`src/hw/rtl/rss_pkg.sv`:
```
// shared types and constants for the rgb 3x3 sharpen stencil
package rss_pkg;

  localparam int MAX_WIDTH_DEF = 2048;   // default line store depth
  localparam int CH_W          = 8;      // bits per color channel
  localparam int NUM_CH        = 3;      // blue, green, red lanes
  localparam int PIX_W         = CH_W * NUM_CH;
  localparam int SUM_W         = 12;     // signed range -1020..1275
  localparam int WIDTH_REG_W   = 12;
  localparam int HEIGHT_REG_W  = 16;
  localparam int CFG_IDX_W     = 1;
  localparam int CFG_DATA_W    = 16;
  localparam int CMP_W         = 17;     // room for a 16-bit count plus one
  localparam int WIDTH_RST     = 2048;
  localparam int HEIGHT_RST    = 1;

  typedef enum logic [CFG_IDX_W-1:0] {
    REG_IMAGE_WIDTH  = 1'b0,
    REG_IMAGE_HEIGHT = 1'b1
  } cfg_reg_t;

  // blue in the low byte
  typedef struct packed {
    logic [CH_W-1:0] red;
    logic [CH_W-1:0] green;
    logic [CH_W-1:0] blue;
  } pixel_t;

  // per-word control worked out from the position counters
  typedef struct packed {
    logic primed;     // word completes an output pixel
    logic last_col;   // that pixel ends its row
    logic top;        // output row is the first one
    logic bottom;     // output row is the last one
    logic left_edge;  // output column is the first one
    logic wide;       // frame is more than one pixel wide
    logic eof;        // pixel ends the frame
  } ctl_t;

  // clamped neighborhood of one output pixel
  typedef struct packed {
    pixel_t up;
    pixel_t ctr;
    pixel_t dn;
    pixel_t lft;
    pixel_t rgt;
    logic   eol;
    logic   eof;
  } opnd_t;

endpackage

```
`src/hw/rtl/rss_lane.sv`:
```
// one color channel of the sharpen kernel with saturation to 0..255
module rss_lane (
  input  logic [rss_pkg::CH_W-1:0] ctr,
  input  logic [rss_pkg::CH_W-1:0] up,
  input  logic [rss_pkg::CH_W-1:0] dn,
  input  logic [rss_pkg::CH_W-1:0] lft,
  input  logic [rss_pkg::CH_W-1:0] rgt,
  output logic [rss_pkg::CH_W-1:0] res
);

  localparam int SW = rss_pkg::SUM_W;

  logic [SW-1:0] sum;

  // 5*c as (c << 2) + c, two's complement in SUM_W bits
  always_comb begin
    sum = {2'b00, ctr, 2'b00} + SW'(ctr) - SW'(up) - SW'(dn) - SW'(lft) - SW'(rgt);
    if (sum[SW-1]) begin
      res = '0;
    end else if (sum[SW-2:rss_pkg::CH_W] != '0) begin
      res = '1;
    end else begin
      res = sum[rss_pkg::CH_W-1:0];
    end
  end

endmodule

```
`config.mk`:
```
export PLATFORM = sky130hd
export DESIGN_NAME = rss_lane
export DESIGN_NICKNAME = d
export VERILOG_FILES = /design/src/hw/rtl/rss_pkg.sv /design/src/hw/rtl/rss_lane.sv
export SDC_FILE = /design/constraint.sdc
export NUM_CORES = 1
export LEC_CHECK = 0
export BUFFER_PORTS_ARGS = -buffer_cell sky130_fd_sc_hd__buf_2
export CORE_MARGIN = 2
export CORE_UTILIZATION = 50
export DETAILED_ROUTE_END_ITERATION = 12
export PLACE_DENSITY = 0.76
export SETUP_SLACK_MARGIN = 0.2
export SYNTH_ARGS = -nofsm -noshare
export SYNTH_HDL_FRONTEND = slang
export SYNTH_SLANG_ARGS = --single-unit
```
`constraint.sdc`:
```
create_clock -name vclk -period 4.3
set_input_delay 0.215 -clock vclk [all_inputs]
set_output_delay 0.215 -clock vclk [all_outputs]
set_load 0.03 [all_outputs]
```
* Word-level counts from Yosys, hierarchy flattened
Cells that the tools add are included.
** Operators by class
- Add/subtract/negate cells :: 5
- Reduce and logical (&&, ||, !) cells :: 1
- Mux-type cells :: 2
** Operator list (count)
- 12-bit by 8-bit subtractor with 12-bit output :: 3
- 8-bit two-way mux :: 2
- 11-bit by 8-bit subtractor with 12-bit output :: 1
- 10-bit by 8-bit adder with 11-bit output :: 1
- 3-bit nonzero test :: 1
** Storage, ports and cells
- Output and inout bits :: 8
- Logic and storage cells :: 8
- Flip-flop bits (word level) :: 0
- Input port bits :: 40

* Longest topological paths before layout
- Word-level depth :: 8
- Mapped depth :: 14
- Depth with buffers taken out :: 14

* Worst setup path before layout
OpenSTA, ideal clock, no wires.
- Path type :: input to output
- Start point :: input port up[1] in the netlist's numbering
- End point :: output port res[0] in the netlist's numbering
- Data arrival time :: 3791 ps
- Data required time :: 4085 ps
- Slack :: 294 ps
- Stages on the path :: 13
- Path buffers :: 0
- Path through :: inv_1 -> fa_1 -> fa_1 -> inv_1 -> fa_1 -> inv_1 -> fa_1 -> a211oi_2 -> o21ai_2 -> a221oi_2 -> xnor2_1 -> nor3_4 -> a21oi_1
** On the way
- Cells in the longest elaborated chain, start to end :: 7
** RTL lines
- start, declared :: line rss_lane.sv:4 : input logic [rss_pkg::CH_W-1:0] up,
- 11-bit by 8-bit subtractor with 12-bit output (*) :: line rss_lane.sv:17 : sum = {2'b00, ctr, 2'b00} + SW'(ctr) - SW'(up) - SW'(dn) - SW'(lft) - SW'(rgt);
- 12-bit by 8-bit subtractor with 12-bit output (*) (3 in series) :: line rss_lane.sv:17
- 3-bit nonzero test :: line rss_lane.sv:20 : end else if (sum[SW-2:rss_pkg::CH_W] != '0) begin
- 8-bit two-way mux :: line rss_lane.sv:20
- 8-bit two-way mux (*) :: line rss_lane.sv:18 : if (sum[SW-1]) begin
- end, declared :: line rss_lane.sv:8 : output logic [rss_pkg::CH_W-1:0] res
Mark *: on every way between the ends. The rest lies on a longest branch, timed or not.

* Worst setup path in the final report
- Start point :: input port ctr[1] in the netlist's numbering
- End point :: output port res[6] in the netlist's numbering
** On the way
- Cells in the longest elaborated chain, start to end :: 8
** RTL lines
- start, declared :: line rss_lane.sv:3 : input logic [rss_pkg::CH_W-1:0] ctr,
- 10-bit by 8-bit adder with 11-bit output (*) :: line rss_lane.sv:17
- 11-bit by 8-bit subtractor with 12-bit output (*) :: line rss_lane.sv:17
- 12-bit by 8-bit subtractor with 12-bit output (*) (3 in series) :: line rss_lane.sv:17
- 3-bit nonzero test :: line rss_lane.sv:20
- 8-bit two-way mux :: line rss_lane.sv:20
- 8-bit two-way mux (*) :: line rss_lane.sv:18
Marked as above.

==> metrics <==
status=complete, no violations; Peak Freq=0.255 GHz; worst-path maximum fanout=8; Syn Area/Cell=8.43 µm²; Layout fillers=242; First-pass DRT Iterations=4; WP data required=just over 4 ns; most frequent cells in the layout=inv_1, buf_2, fa_1, ha_1, a21oi_1; Die X=56.9 µm; CLK BUF=0; Layout area overhead=28.8%; Max Cap Violations=0; seq_cells=0; post-route ant nets=0; setup TNS=0 ns; vias per cell=4.72; count of final setup violators=0; commonest non-fill, non-tap cell in the layout=inv_1; synth top area cells=fa_1, inv_1, ha_1; crit path to=res[6]; area of all sequential standard cells=0 µm²; mapped cell area=1400 µm²; Starting DRT DRC Count=5; antenna cells=0; fraction of layout cells with a size suffix above 1=30.6%; Overflow after GRT=0; RSZ-0062 raised after global routing=no; row count=19; Vias=1,179; Die Ht=56.9 µm; Final Hold Vio Count=0; Netlist cell types=21; CTS hold repair buffers=0; Pleak=1.04 nW; Non-Filler Instances=250; total routed wirelength=2.60 mm; Yosys top cell area share=42.9%; net count reported at finish=between 300 and 400; Final Power=1.11 mW; core area=2710 µm²; Max-Slew Margin vs Limit=between 80 and 90%; initial antenna violation count=0; pins over their slew limit=0; vias in the first global route=about 1,200; Die Area=3240 µm²; IO buf count=48; CP endpoint kind=output port; I/O pins=48; Data arrival, critical path=3.70 ns; post-synthesis sequential area ratio=0%; Mapped Cells=166; type of the worst min-delay path=input pin to output port; wire per inst=10.4 µm; Initial Utilization=51.6%; Mapped Nets=around 250; largest net degree at the start of global routing=9; drt drc=0; Syn. warnings=0; HPWL after detailed placement=~2.4 mm; critical path class=input pin to output port; multi-input logic area=1200 µm²; post-route minimum period=3.92 ns; CP Launch Point=ctr[1]; all-layer global routing usage=17.2%; Pwr per Cell Area=615 nW/µm²; DP Cell Count=245; Synth area leader=fa_1; CP Launch Type=input pin; GPL Wtd Cong=0.785; Slew @ Worst Pin=0.256 ns; maximum vdd drop=0.504 mV; first-pass GRT wire length=4.54 mm; period utilization=around 91%
[final cells by class]
cell class         count  area share [%]
repair buffers        53            16.9
well taps             31            2.15
multi-input cells     97            66.5
inverters             69            14.4
[report_power, final]
group	internal (mW)	switching, mW	leakage (nW)
Clock	0	0	0
Combinational	0.503	0.605	1.04
Sequential	0	0	0
[kinds of logic after synthesis]
logic type,synth area share [%]
multiplexers,0.716
AO/OA/AOI/OAI,13.7
adder cells (fa/ha/maj),56.4
XOR/XNOR,6.89
AND/OR/NAND/NOR,3.85
buffers and inverters,18.5
[worst max-delay path, cell delays in order]
cell and delay [ns]:
buf_2 0.10, inv_1 0.06, fa_1 0.52, inv_1 0.05, fa_1 0.47, inv_1 0.05, fa_1 0.54, inv_1 0.07
ha_4 0.26, o211ai_1 0.20, o21ai_2 0.12, a221oi_2 0.30, xnor2_1 0.20, nor3_4 0.07, buf_6 0.14, a21oi_1 0.14
buf_4 0.18
[timing repair]
action                                  in CTS  in global routing
setup buffers                                0                  5
gates cloned                                 0                  0
gates resized for setup                      2                 27
endpoints found under the setup margin       8                  8
pin swaps                                    2                 12
[Yosys cell counts]
library cell   n
inv_1         69
fa_1          30
a21oi_1       16
ha_1          15
xnor2_1        9
nand2_1        4
a21o_1         3
nand3_1        3
nor2_1         2
o211ai_1       2
o21ai_0        2
xor2_1         2
a211oi_2       1
a221oi_2       1
a31oi_1        1
mux2i_1        1
nor3_4         1
o21a_1         1
o21ai_2        1
o21bai_1       1
o22ai_1        1
[per-layer routing]
metal | vias to the layer above | GRT usage (%) | wire (µm)
met1 | 556 | 18.7 | 943
met4 | 0 | 0.664 | 0
met2 | 26 | 37.3 | 1570
met3 | 0 | 0.230 | 91
met5 | - | 0 | 0
li1 | 597 | - | -
[worst min path at each step]
stage,from,to,slack (ns),depth (start not counted)
after floorplan,ctr[0],res[0],0.86,3
after global placement,ctr[0],res[0],1.07,5
after detailed placement,ctr[0],res[0],1.07,5
after CTS,ctr[0],res[0],1.08,5
after global routing,ctr[0],res[0],1.12,5
final,ctr[0],res[0],1.05,5
[stage by stage]
stage / utilization (%) / area (µm²) / setup WS [ns] / hold slack, ns
after floorplan: - / 1400 / 0.294 / 0.861
after global placement: 61.9 / 1680 / 0.160 / 1.07
after detailed placement: 61.9 / 1680 / 0.109 / 1.07
after CTS: 62.1 / 1680 / 0.254 / 1.08
after global routing: 66.5 / 1800 / 0.188 / 1.12
final: 66.5 / 1800 / 0.385 / 1.05
Power figures use the tool's default switching activity.
