--- src/hw/rtl/rss_pkg.sv ---
// shared types and constants for the rgb 3x3 sharpen stencil
package rss_pkg;

  localparam int MAX_WIDTH_DEF = 2048;   // default line store depth
  localparam int CH_W          = 8;      // bits per color channel
  localparam int NUM_CH        = 3;      // blue, green, red lanes
  localparam int PIX_W         = CH_W * NUM_CH;
  localparam int SUM_W         = 12;     // signed range -1020..1275
  localparam int WIDTH_REG_W   = 12;
  localparam int HEIGHT_REG_W  = 16;
  localparam int CFG_IDX_W     = 1;
  localparam int CFG_DATA_W    = 16;
  localparam int CMP_W         = 17;     // room for a 16-bit count plus one
  localparam int WIDTH_RST     = 2048;
  localparam int HEIGHT_RST    = 1;

  typedef enum logic [CFG_IDX_W-1:0] {
    REG_IMAGE_WIDTH  = 1'b0,
    REG_IMAGE_HEIGHT = 1'b1
  } cfg_reg_t;

  // blue in the low byte
  typedef struct packed {
    logic [CH_W-1:0] red;
    logic [CH_W-1:0] green;
    logic [CH_W-1:0] blue;
  } pixel_t;

  // per-word control worked out from the position counters
  typedef struct packed {
    logic primed;     // word completes an output pixel
    logic last_col;   // that pixel ends its row
    logic top;        // output row is the first one
    logic bottom;     // output row is the last one
    logic left_edge;  // output column is the first one
    logic wide;       // frame is more than one pixel wide
    logic eof;        // pixel ends the frame
  } ctl_t;

  // clamped neighborhood of one output pixel
  typedef struct packed {
    pixel_t up;
    pixel_t ctr;
    pixel_t dn;
    pixel_t lft;
    pixel_t rgt;
    logic   eol;
    logic   eof;
  } opnd_t;

endpackage

--- src/hw/rtl/rss_merge.sv ---
// output register that joins the channel lanes into one result word
module rss_merge (
  input  logic                                          clk,
  input  logic                                          rst_n,
  input  logic                                          lane_valid,
  input  logic [rss_pkg::NUM_CH-1:0][rss_pkg::CH_W-1:0] lane_res,
  input  logic                                          lane_eol,
  input  logic                                          lane_eof,
  output logic                                          lane_ready,
  output logic                                          out_tvalid,
  input  logic                                          out_tready,
  output logic [rss_pkg::PIX_W-1:0]                     out_tdata,
  output logic                                          out_tlast,
  output logic                                          out_tuser
);

  logic                      valid_r;
  logic [rss_pkg::PIX_W-1:0] data_r;
  logic                      eol_r;
  logic                      eof_r;

  assign lane_ready = !valid_r || out_tready;

  always_ff @(posedge clk) begin
    if (!rst_n) begin
      valid_r <= 1'b0;
    end else if (lane_ready) begin
      valid_r <= lane_valid;
    end
  end

  always_ff @(posedge clk) begin
    if (lane_ready && lane_valid) begin
      data_r <= lane_res;
      eol_r  <= lane_eol;
      eof_r  <= lane_eof;
    end
  end

  assign out_tvalid = valid_r;
  assign out_tdata  = data_r;
  assign out_tlast  = eol_r;
  assign out_tuser  = eof_r;

endmodule

--- config.mk ---
export PLATFORM = sky130hd
export DESIGN_NAME = rss_merge
export DESIGN_NICKNAME = d
export VERILOG_FILES = /design/src/hw/rtl/rss_pkg.sv /design/src/hw/rtl/rss_merge.sv
export SDC_FILE = /design/constraint.sdc
export NUM_CORES = 1
export LEC_CHECK = 0
export ABC_CLOCK_PERIOD_IN_PS = 1020
export BUFFER_PORTS_ARGS = -buffer_cell sky130_fd_sc_hd__buf_2
export CORE_MARGIN = 5
export CORE_UTILIZATION = 35
export CTS_CLUSTER_DIAMETER = 60
export CTS_CLUSTER_SIZE = 28
export DETAILED_ROUTE_END_ITERATION = 6
export PLACE_DENSITY = 0.72
export SETUP_SLACK_MARGIN = 0.05
export SYNTH_ARGS = -nofsm -noshare
export SYNTH_HDL_FRONTEND = slang
export SYNTH_SLANG_ARGS = --single-unit
--- constraint.sdc ---
create_clock -name clk -period 1.02 [get_ports clk]
set_input_delay 0.204 -clock clk [delete_from_list [all_inputs] [get_ports clk]]
set_output_delay 0.204 -clock clk [all_outputs]
set_load 0.02 [all_outputs]
; ---- Word level (Yosys, flattened, before mapping)
; Index checks and enable logic that the tools add are counted.
[word_totals]
regBits = 27
mem_bits_ro = 0
wordCells = 7
latchBits = 0
n_memories = 0
out_inout_bits = 28
mem_bits_rw = 0
input_bits = 30
[op_classes]
n_shift = 0
mul = 0
n_bitwise = 0
n_div = 0
n_reduce_logical = 3
mux = 0
magnitude_cmp = 0
n_eq_ne = 0
addsub = 0
[ops]
columns = op, count
row1 = $logic_and A1 B1 Y1, 1
row2 = $logic_not A1 Y1, 1
row3 = $logic_or A1 B1 Y1, 1

; ---- Depth between registers and ports, before layout
; Gate-level depths: netlist of the first run.
[logic_depth]
ltp_word = 3
mapped_depth = 2
mapped_depth_nobuf = 2

; ---- Least setup slack after synthesis of the first run
; Ideal clock, no wire load.
[synth_timing]
path_type = register -> register
start = reg valid_r (netlist: out_tvalid)
end = reg data_r (netlist bit out_tdata[0]) (enable)
arrival_ns = 0.836
stages_incl_launch_ff = 3
path_buffers = 0
synth_period_minus_slack_ns = 1.165
slack_ns = -0.145
path_cell_list = dfxtp_1 > nand2b_4 > and2_4
[synth_via]
elab_chain_len = 3
[synth_rtl]
columns = element, line
row1 = "start, declared", rss_merge.sv:17  ; logic valid_r;
row2 = "start signal, assigned", rss_merge.sv:28  ; valid_r <= lane_valid;
row3 = $logic_not A1 Y1, rss_merge.sv:22  ; assign lane_ready = !valid_r || out_tready;
row4 = $logic_or A1 B1 Y1, rss_merge.sv:22
row5 = named net lane_ready, rss_merge.sv:9  ; output logic lane_ready,
row6 = $logic_and A1 B1 Y1, rss_merge.sv:33  ; if (lane_ready && lane_valid) begin
row7 = "end signal, assigned", rss_merge.sv:34  ; data_r <= lane_res;
row8 = "end, declared", rss_merge.sv:18  ; logic [rss_pkg::PIX_W-1:0] data_r;
; The timed path passes the listed nets, and every way through them passes these cells.
; A chain may end at the register's enable or synchronous reset.

; ---- Final worst setup path of the first run
[layout_timing]
start = reg eof_r (netlist: out_tuser)
end = out out_tuser
[layout_rtl]
columns = element, line
row1 = "start, declared", rss_merge.sv:20  ; logic eof_r;
row2 = "start signal, assigned", rss_merge.sv:36  ; eof_r <= lane_eof;
row3 = "end, declared", rss_merge.sv:14  ; output logic out_tuser
; No word-level cell between the ends.

==> results of run 1 <==
==> per-stage QoR <==
stage,utilization (%),instance area [sq um],std cells
CTS,58.2,1310,123
finish,60.1,1360,123
detailed placement,54.2,1220,119
global route,60.1,1360,123
global placement,54.2,1220,119
floorplan,-,842,31
==> sequential cells by signal, summed over array words and instances, names as in the netlist <==
name and flops:
out_tdata 24, out_tvalid 1, out_tlast 1, out_tuser 1
==> power breakdown <==
group / internal [W] / switching [W] / total, W
registers: 0.00129 / 0.0000235 / 0.00131
clock network: 0.000152 / 0.000272 / 0.000424
logic: 0.000161 / 0.000154 / 0.000315
==> timing repair <==
item | in CTS | in global routing
gates resized for setup | 20 | 14
setup endpoints to repair | 54 | 54
pin swaps | 0 | 0
==> cells in the final DEF (no fill, tap or decap), drive strengths merged <==
cell type	Yosys	final
and2	1	1
nand2b	1	1
inv	1	1
dfxtp	1	1
buf	0	60
a21boi	1	1
edfxtp	26	26
clkbuf	0	4
==> cells by family (layout without fill, tap and decap cells) <==
family | count (synthesis) | in the layout | synth area share (%)
flip-flops | 27 | 27 | 95.5
buffers and inverters | 1 | 65 | 0.447
AND/OR/NAND/NOR | 2 | 2 | 2.69
AO/OA/AOI/OAI | 1 | 1 | 1.34
==> layout make-up <==
class	count	area, sq um
inverters	1	3.75
well taps	28	35.0
flip-flops and latches	27	805
repair buffers	60	452
multi-input cells	3	33.8
clock buffers	4	26.3
fillers	186	900
==> worst paths after layout <==
check	slack, ns	end	from	cells after the start
max reg2reg	-0.02	out_tdata[23]	out_tvalid	3
min reg2reg	0.53	out_tvalid	out_tvalid	2
max	-0.06	out_tuser	out_tuser	1
min	0.06	out_tdata[17]	lane_res[17]	1
==> metal layers <==
layer | share of wire, % | vias to the layer above
li1 | - | 248
met1 | 30 | 248
met2 | 61 | 20
met3 | 8.8 | 0
met4 | 0 | 0
met5 | 0 | -
==> qor.txt, run 1 <==
Htree depth: 1
Setup violators final: 53
Critical path class: reg -> out
Slew HR: 91.5%
HPWL Detailed: 1500 microns
Hold crit path type: in -> reg
Die Wd: 58.9 microns
Max Slew Vio Count: 0
Synth warn: 0
Ranking of synthesized cells by area: edfxtp_1, dfxtp_1, nand2b_4
Setup Skew: 0.00123 ns
Final hold vios: 0
Full die area: 0.00347 sq mm
Final worst-path setup slack: -0.0625 ns
Diode count: 0
TritonCTS Buffers: 3
Dpl ws: 0.0000260 ns
Leakage power: 0.584 nW
Fin crit period: 1.08 ns
CTS tree: done
Cell taking the most area after synthesis: edfxtp_1
Met2 GRT Util: 20.5%
Congestion Overflow GR: 0
CP required: 0.82 ns
Layout cells sized above 1: 70.5%
Yosys reg bits: 27
Row Count: 17
Number of synthesized flops with an enable pin: 26
Count leader, synth: edfxtp_1
Crit-path max cell delay: 0.43 ns
Met1 usage: 10.3%
Core box area: 0.00225 sq mm
Worst-path clk slew: 0.13 ns
Post-synth ARST share: 0%
GPL Wtd Cong: 0.669
Clock sink total: 27
Mapped cell area: 838 sq um
Seq/Total Area, Yosys: 95.5%
GRT Util Overall: 10.5%
Worst Max-Slew Pin Slew: 0.128 ns
Peak VDD IR: 0.767 mV
RSZ-0062 raised after global routing: yes
Final setup TNS: -1.45 ns
Cell family with most CP delay: flip-flops
Fmax: 924 MHz
Cell Chain, Critical Path: buf_6
Syn Nets: 61
DR iter-0 viols: 9
ANT nets after route: 0
DRT Pass-1 Iters: 2
Final Cycle Share: 106%
Vias/cell: 4.20
Antenna violations before repair: 0
Deepest clock path buffer count: 2
Most used DFF post-synth: edfxtp_1
Routed wire length: 1770 microns
Yosys top cell area share: 93.1%
Largest net degree at the start of global routing: 15
Nature of the critical path startpoint: flip-flop
GR peak layer: met2
Worst skew pair latency: 0.30 ns
First-pass GRT wire length: 2650 microns
Critical path's slowest cell: edfxtp_1
Vias in the first global route: 539
Via Count: 516
Initial Util: 37.2%
# Post-CTS Setup Buffers: 0
Hold_buf cts: 0
DRC: 0
CTS Root Cell: clkbuf_4
Mapped Cells: 31
Crit end category: output port
I/O Buffers: 57
Yosys cell types: 6
Failing checks: negative setup slack
Synth-to-layout area growth: 61.6%
Syn_area_per_cell: 27.0 sq um
# IOs: 58
Final net count: 126
Worst EP arrival: 0.88 ns
Pwr dens: 1520 mW/mm^2
Tot Pwr: 0.00205 W
WHS: 0.0647 ns
Status: finished, violations left
Routed WL per cell: 14.4 microns
Die height: 58.9 microns
Met3 Resource Use GR: 4.17%
Critical Path Fanout Max: 1
Buf/Inv on CP: 1
Max-Cap Viols: 0
(Power assumes the default switching activity.)
==> run 2, diff against run 1 <==
--- a/config.mk
+++ b/config.mk
@@ -5,14 +5,15 @@
 export SDC_FILE = /design/constraint.sdc
 export NUM_CORES = 1
 export LEC_CHECK = 0
-export ABC_CLOCK_PERIOD_IN_PS = 1020
+export ABC_CLOCK_PERIOD_IN_PS = 1100
 export BUFFER_PORTS_ARGS = -buffer_cell sky130_fd_sc_hd__buf_2
 export CORE_MARGIN = 5
 export CORE_UTILIZATION = 35
+export CTS_BUF_LIST = sky130_fd_sc_hd__clkbuf_16
 export CTS_CLUSTER_DIAMETER = 60
 export CTS_CLUSTER_SIZE = 28
 export DETAILED_ROUTE_END_ITERATION = 6
-export PLACE_DENSITY = 0.72
+export PLACE_DENSITY = 0.7
 export SETUP_SLACK_MARGIN = 0.05
 export SYNTH_ARGS = -nofsm -noshare
 export SYNTH_HDL_FRONTEND = slang
==> constraint.sdc (replaced) <==
create_clock -name clk -period 1.1 [get_ports clk]
set_input_delay 0.22 -clock clk [delete_from_list [all_inputs] [get_ports clk]]
set_output_delay 0.22 -clock clk [all_outputs]
set_load 0.02 [all_outputs]
==> qor.txt, run 2 (synthesized netlist as in run 1, its figures left out) <==
Critical path's slowest cell: dfxtp_4
I/O Buffers: 57
Die height: 58.9 microns
Row Count: 17
Max reg flops: 24
Htree depth: 1
Via Count: 516
Cell family with most CP delay: flip-flops
HPWL Detailed: 1460 microns
RSZ-0062 raised after global routing: yes
Layout cells sized above 1: 71.0%
Crit-path max cell delay: 0.36 ns
Antenna violations before repair: 0
Met3 routed WL: 141 microns
Fmax: 962 MHz
Critical path class: reg -> out
Worst skew pair latency: 0.26 ns
Status: completed
Diode count: 0
RR Endpoint: out_tdata[1]
ANT nets after route: 0
Worst-path clk slew: 0.06 ns
Crit end category: output port
GPL Wtd Cong: 0.713
Leakage power: 0.560 nW
CP required: 0.88 ns
# Post-CTS Setup Buffers: 0
Commonest non-fill, non-tap cell in the layout: buf_2
TritonCTS Buffers: 3
Fin util: 56.6%
First-pass GRT wire length: 2640 microns
Hold crit path type: in -> reg
Final Cycle Share: 94.5%
# IOs: 58
Buf/Inv on CP: 1
Vias in the first global route: 532
Peak VDD IR: 1.21 mV
Cell Chain, Critical Path: nand2b_4 > buf_6
FF-to-FF Start: out_tvalid
Initial Util: 37.2%
Hold path start: lane_res[6]
Core box area: 0.00225 sq mm
Worst EP arrival: 0.82 ns
Most frequent cells in the layout: buf_2, edfxtp_1, buf_6
Congestion Overflow GR: 0
Setup Skew: 0.00553 ns
CTS Root Cell: clkbuf_16
Critical Path Fanout Max: 4
Deepest clock path buffer count: 2
WHS: 0.133 ns
Hold worst-path end: out_tdata[6]
DRC: 0
Top routing layer in use: met4
Die Wd: 58.9 microns
DR iter-0 viols: 17
Setup violators final: 0
Nature of the critical path startpoint: flip-flop
Metal2 WL: 1060 microns
Final net count: 124
Routed wire length: 1850 microns
Vias/cell: 4.26
Full die area: 0.00347 sq mm
Met1 wire length: 612 microns
Largest net degree at the start of global routing: 16
Final hold vios: 0
Routed WL per cell: 15.3 microns
Slew HR: 88.1%
Hold depth: 1
Worst Max-Slew Pin Slew: 0.178 ns
DRT Pass-1 Iters: 4
Fin crit period: 1.04 ns
CTS tree: done
R2R Setup Slk: 0.10 ns
Max Slew Vio Count: 0
Clock sink total: 27
Worst reg2reg path depth: 2
GRT Util Overall: 11.0%
Pwr dens: 1760 mW/mm^2
Synth-to-layout area growth: 52.2%
Max-Cap Viols: 0
run 2: cell types whose count changed in the layout (fill, tap and decap cells not counted), sizes merged:
cell / before / now
clkbuf: 4 / 3
buf: 60 / 57
clkinv: 0 / 1
and2: 1 / 2
run 2: worst reg2reg max path, stage by stage, from the launching register on:
cell and delay [ns]:
dfxtp_4 0.35, nand2b_4 0.09, and2_4 0.26
run 2: metrics by stage:
stage | cell area [sq um] | worst slack (ns) | power (W) | TNS (ns) | instances
2_1_floorplan | 842 | -0.0106 | 0.00134 | -0.275 | 31
3_3_place_gp | 1160 | -0.00499 | 0.00145 | -0.114 | 116
3_5_place_dp | 1160 | -0.0256 | 0.00146 | -0.646 | 116
4_1_cts | 1250 | 0.0197 | 0.00226 | 0 | 121
5_1_grt | 1280 | 0.0308 | 0.00232 | 0 | 121
6_report | 1280 | 0.0606 | 0.00225 | 0 | 121
run 2: worst max-delay path by stage:
stage,cells past startpoint,slack (ns),from,end
floorplan,2,-0.01,out_tvalid,out_tdata[0]
global placement,3,-0.005,out_tready,out_tdata[3]
global route,2,0.03,out_tvalid,lane_ready
detailed placement,3,-0.03,out_tready,out_tdata[3]
CTS,2,0.02,out_tvalid,lane_ready
finish,2,0.06,out_tvalid,lane_ready
run 2: final cells by class:
cell class                      instances  area (sq um)
Fill cell                             201           978
Sequential cell                        27           805
Timing Repair Buffer                   57           310
Clock buffer                            3          75.1
Multi-Input combinational cell          4          42.5
Tap cell                               28          35.0
Clock inverter                          1          5.00
Inverter                                1          3.75
run 2: report_power, final:
part	leakage, nW	internal, W	switching (W)	total, W
registers	0.260	0.00120	0.0000169	0.00121
clock network	0.0409	0.000489	0.000308	0.000797
logic	0.259	0.0000947	0.000140	0.000235
run 2: timing repair:
| item | in CTS | in global routing |
|---|---|---|
| setup endpoints to repair | 27 | 17 |
| gates resized for setup | 0 | 9 |
| hold buffers | 0 | 0 |
| cloned | 1 | 0 |
| pin swaps | 1 | 0 |
run 2: metal layers:
metal	track usage, %	up-vias
met3	3.73	5
met4	6.80	0
li1	-	244
met1	10.8	246
met2	19.7	21
met5	0	-
==> run 3, diff against run 2 <==
--- a/config.mk
+++ b/config.mk
@@ -6,14 +6,12 @@
 export NUM_CORES = 1
 export LEC_CHECK = 0
 export ABC_CLOCK_PERIOD_IN_PS = 1100
-export BUFFER_PORTS_ARGS = -buffer_cell sky130_fd_sc_hd__buf_2
-export CORE_MARGIN = 5
-export CORE_UTILIZATION = 35
+export CORE_UTILIZATION = 46
 export CTS_BUF_LIST = sky130_fd_sc_hd__clkbuf_16
 export CTS_CLUSTER_DIAMETER = 60
 export CTS_CLUSTER_SIZE = 28
 export DETAILED_ROUTE_END_ITERATION = 6
-export PLACE_DENSITY = 0.7
+export DONT_BUFFER_PORTS = 1
 export SETUP_SLACK_MARGIN = 0.05
 export SYNTH_ARGS = -nofsm -noshare
 export SYNTH_HDL_FRONTEND = slang
==> qor.txt, run 3 (synthesized netlist as in run 1, its figures left out) <==
CP required: 1.06 ns
First-pass GRT wire length: 1560 microns
Setup Skew: 0.00118 ns
Antenna violations before repair: 0
FILL cells: 126
Leakage power: 0.347 nW
Final net count: 70
DRC: 0
DRT Pass-1 Iters: 5
DR iter-0 viols: 5
Diode count: 0
Full die area: 0.00200 sq mm
Final worst-path setup slack: 0.0815 ns
Post-CTS Resized: 0
Die height: 44.7 microns
Worst Max-Slew Pin Slew: 0.222 ns
Critical Path Fanout Max: 20
# Post-CTS Setup Buffers: 0
Die Wd: 44.7 microns
Fmax: 982 MHz
Routed WL per cell: 18.3 microns
CTS Root Cell: clkbuf_16
Worst reg2reg path depth: 3
Largest net degree at the start of global routing: 21
Hold depth: 0
Nature of the critical path startpoint: flip-flop
Synth-to-layout area growth: 19.3%
Status: completed
Worst-path clk slew: 0.06 ns
RSZ-0062 raised after global routing: yes
Fin util: 58.5%
GPL Wtd Cong: 0.663
ANT nets after route: 0
Row Count: 15
Dpl ws: 0.0907 ns
Max-Cap Viols: 0
R2R Setup Slk: 0.08 ns
HPWL Detailed: 949 microns
Storage element area: 805 sq um
Vias/cell: 4.95
Clock sink total: 27
Max reg flops: 24
I/O Buffers: 0
Hold crit path type: in -> reg
Worst EP arrival: 0.98 ns
Pwr dens: 2130 mW/mm^2
Core box area: 0.00171 sq mm
Slew HR: 85.2%
Setup violators final: 0
# IOs: 58
CTS tree: done
TritonCTS Buffers: 3
Via Count: 317
Final Cycle Share: 92.6%
Routed wire length: 1170 microns
Peak VDD IR: 1.29 mV
Crit end category: flip-flop
Worst skew pair latency: 0.25 ns
Final hold vios: 0
GRT Util Overall: 11.6%
Fin crit period: 1.02 ns
Multi-input logic area: 33.8 sq um
Deepest clock path buffer count: 2
Htree depth: 1
Commonest non-fill, non-tap cell in the layout: edfxtp_1
Layout cells sized above 1: 30.8%
Initial Util: 49.1%
Hold_buf cts: 0
Most frequent cells in the layout: edfxtp_1, clkbuf_16, buf_4
Vias in the first global route: 334
Max Slew Vio Count: 0
Critical path class: reg -> reg
Congestion Overflow GR: 0
run 3: cell count changes in the layout (fill, tap and decap cells not counted):
| cell | previous run | this run |
|---|---|---|
| buf_2 | 53 | 0 |
| buf_12 | 0 | 1 |
| buf_6 | 4 | 1 |
| and2_4 | 2 | 1 |
| buf_4 | 0 | 2 |
run 3: area by class of cell:
type	instances	share of cell area, %
Clock buffer	3	7.51
Clock inverter	1	0.501
Inverter	1	0.375
Multi-Input combinational cell	3	3.38
Sequential cell	27	80.5
Tap cell	25	3.13
Timing Repair Buffer	4	4.63
run 3: report_power, final:
group | leakage [nW] | switching, W | total [W] | internal (W)
clock | 0.0409 | 0.000289 | 0.000778 | 0.000488
combinational | 0.0459 | 0.0000341 | 0.0000609 | 0.0000269
sequential | 0.260 | 0.0000921 | 0.00130 | 0.00120
run 3: worst paths after layout:
path,start,to
setup / recovery,out_tvalid,out_tdata[13]
hold / removal,lane_res[5],out_tdata[5]
setup reg to reg,out_tvalid,out_tdata[13]
hold reg to reg,out_tvalid,out_tvalid
run 3: worst max-delay path, stage by stage (launching register included):
cell and delay [ns]:
dfxtp_4 0.35, nand2b_4 0.07, and2_4 0.15, buf_12 0.15
run 3: layer usage:
metal / GRT usage, % / wire [microns] / vias up
met4: 5.45 / 0 / 0
met1: 11.6 / 405 / 150
met3: 4.80 / 95 / 0
met2: 20.9 / 672 / 31
met5: 0 / 0 / -
li1: - / - / 136
run 3: through the flow:
stage                     hold WS, ns  cells  total power (W)  instance area, sq um  TNS, ns
final                          0.0595     64          0.00213                  1000        0
after global routing           0.0502     64          0.00220                  1000        0
after CTS                      0.0549     64          0.00215                   996        0
after detailed placement        0.319     60          0.00138                   916        0
after global placement          0.319     60          0.00138                   916        0
after floorplan                 0.319     31          0.00134                   842   -0.275
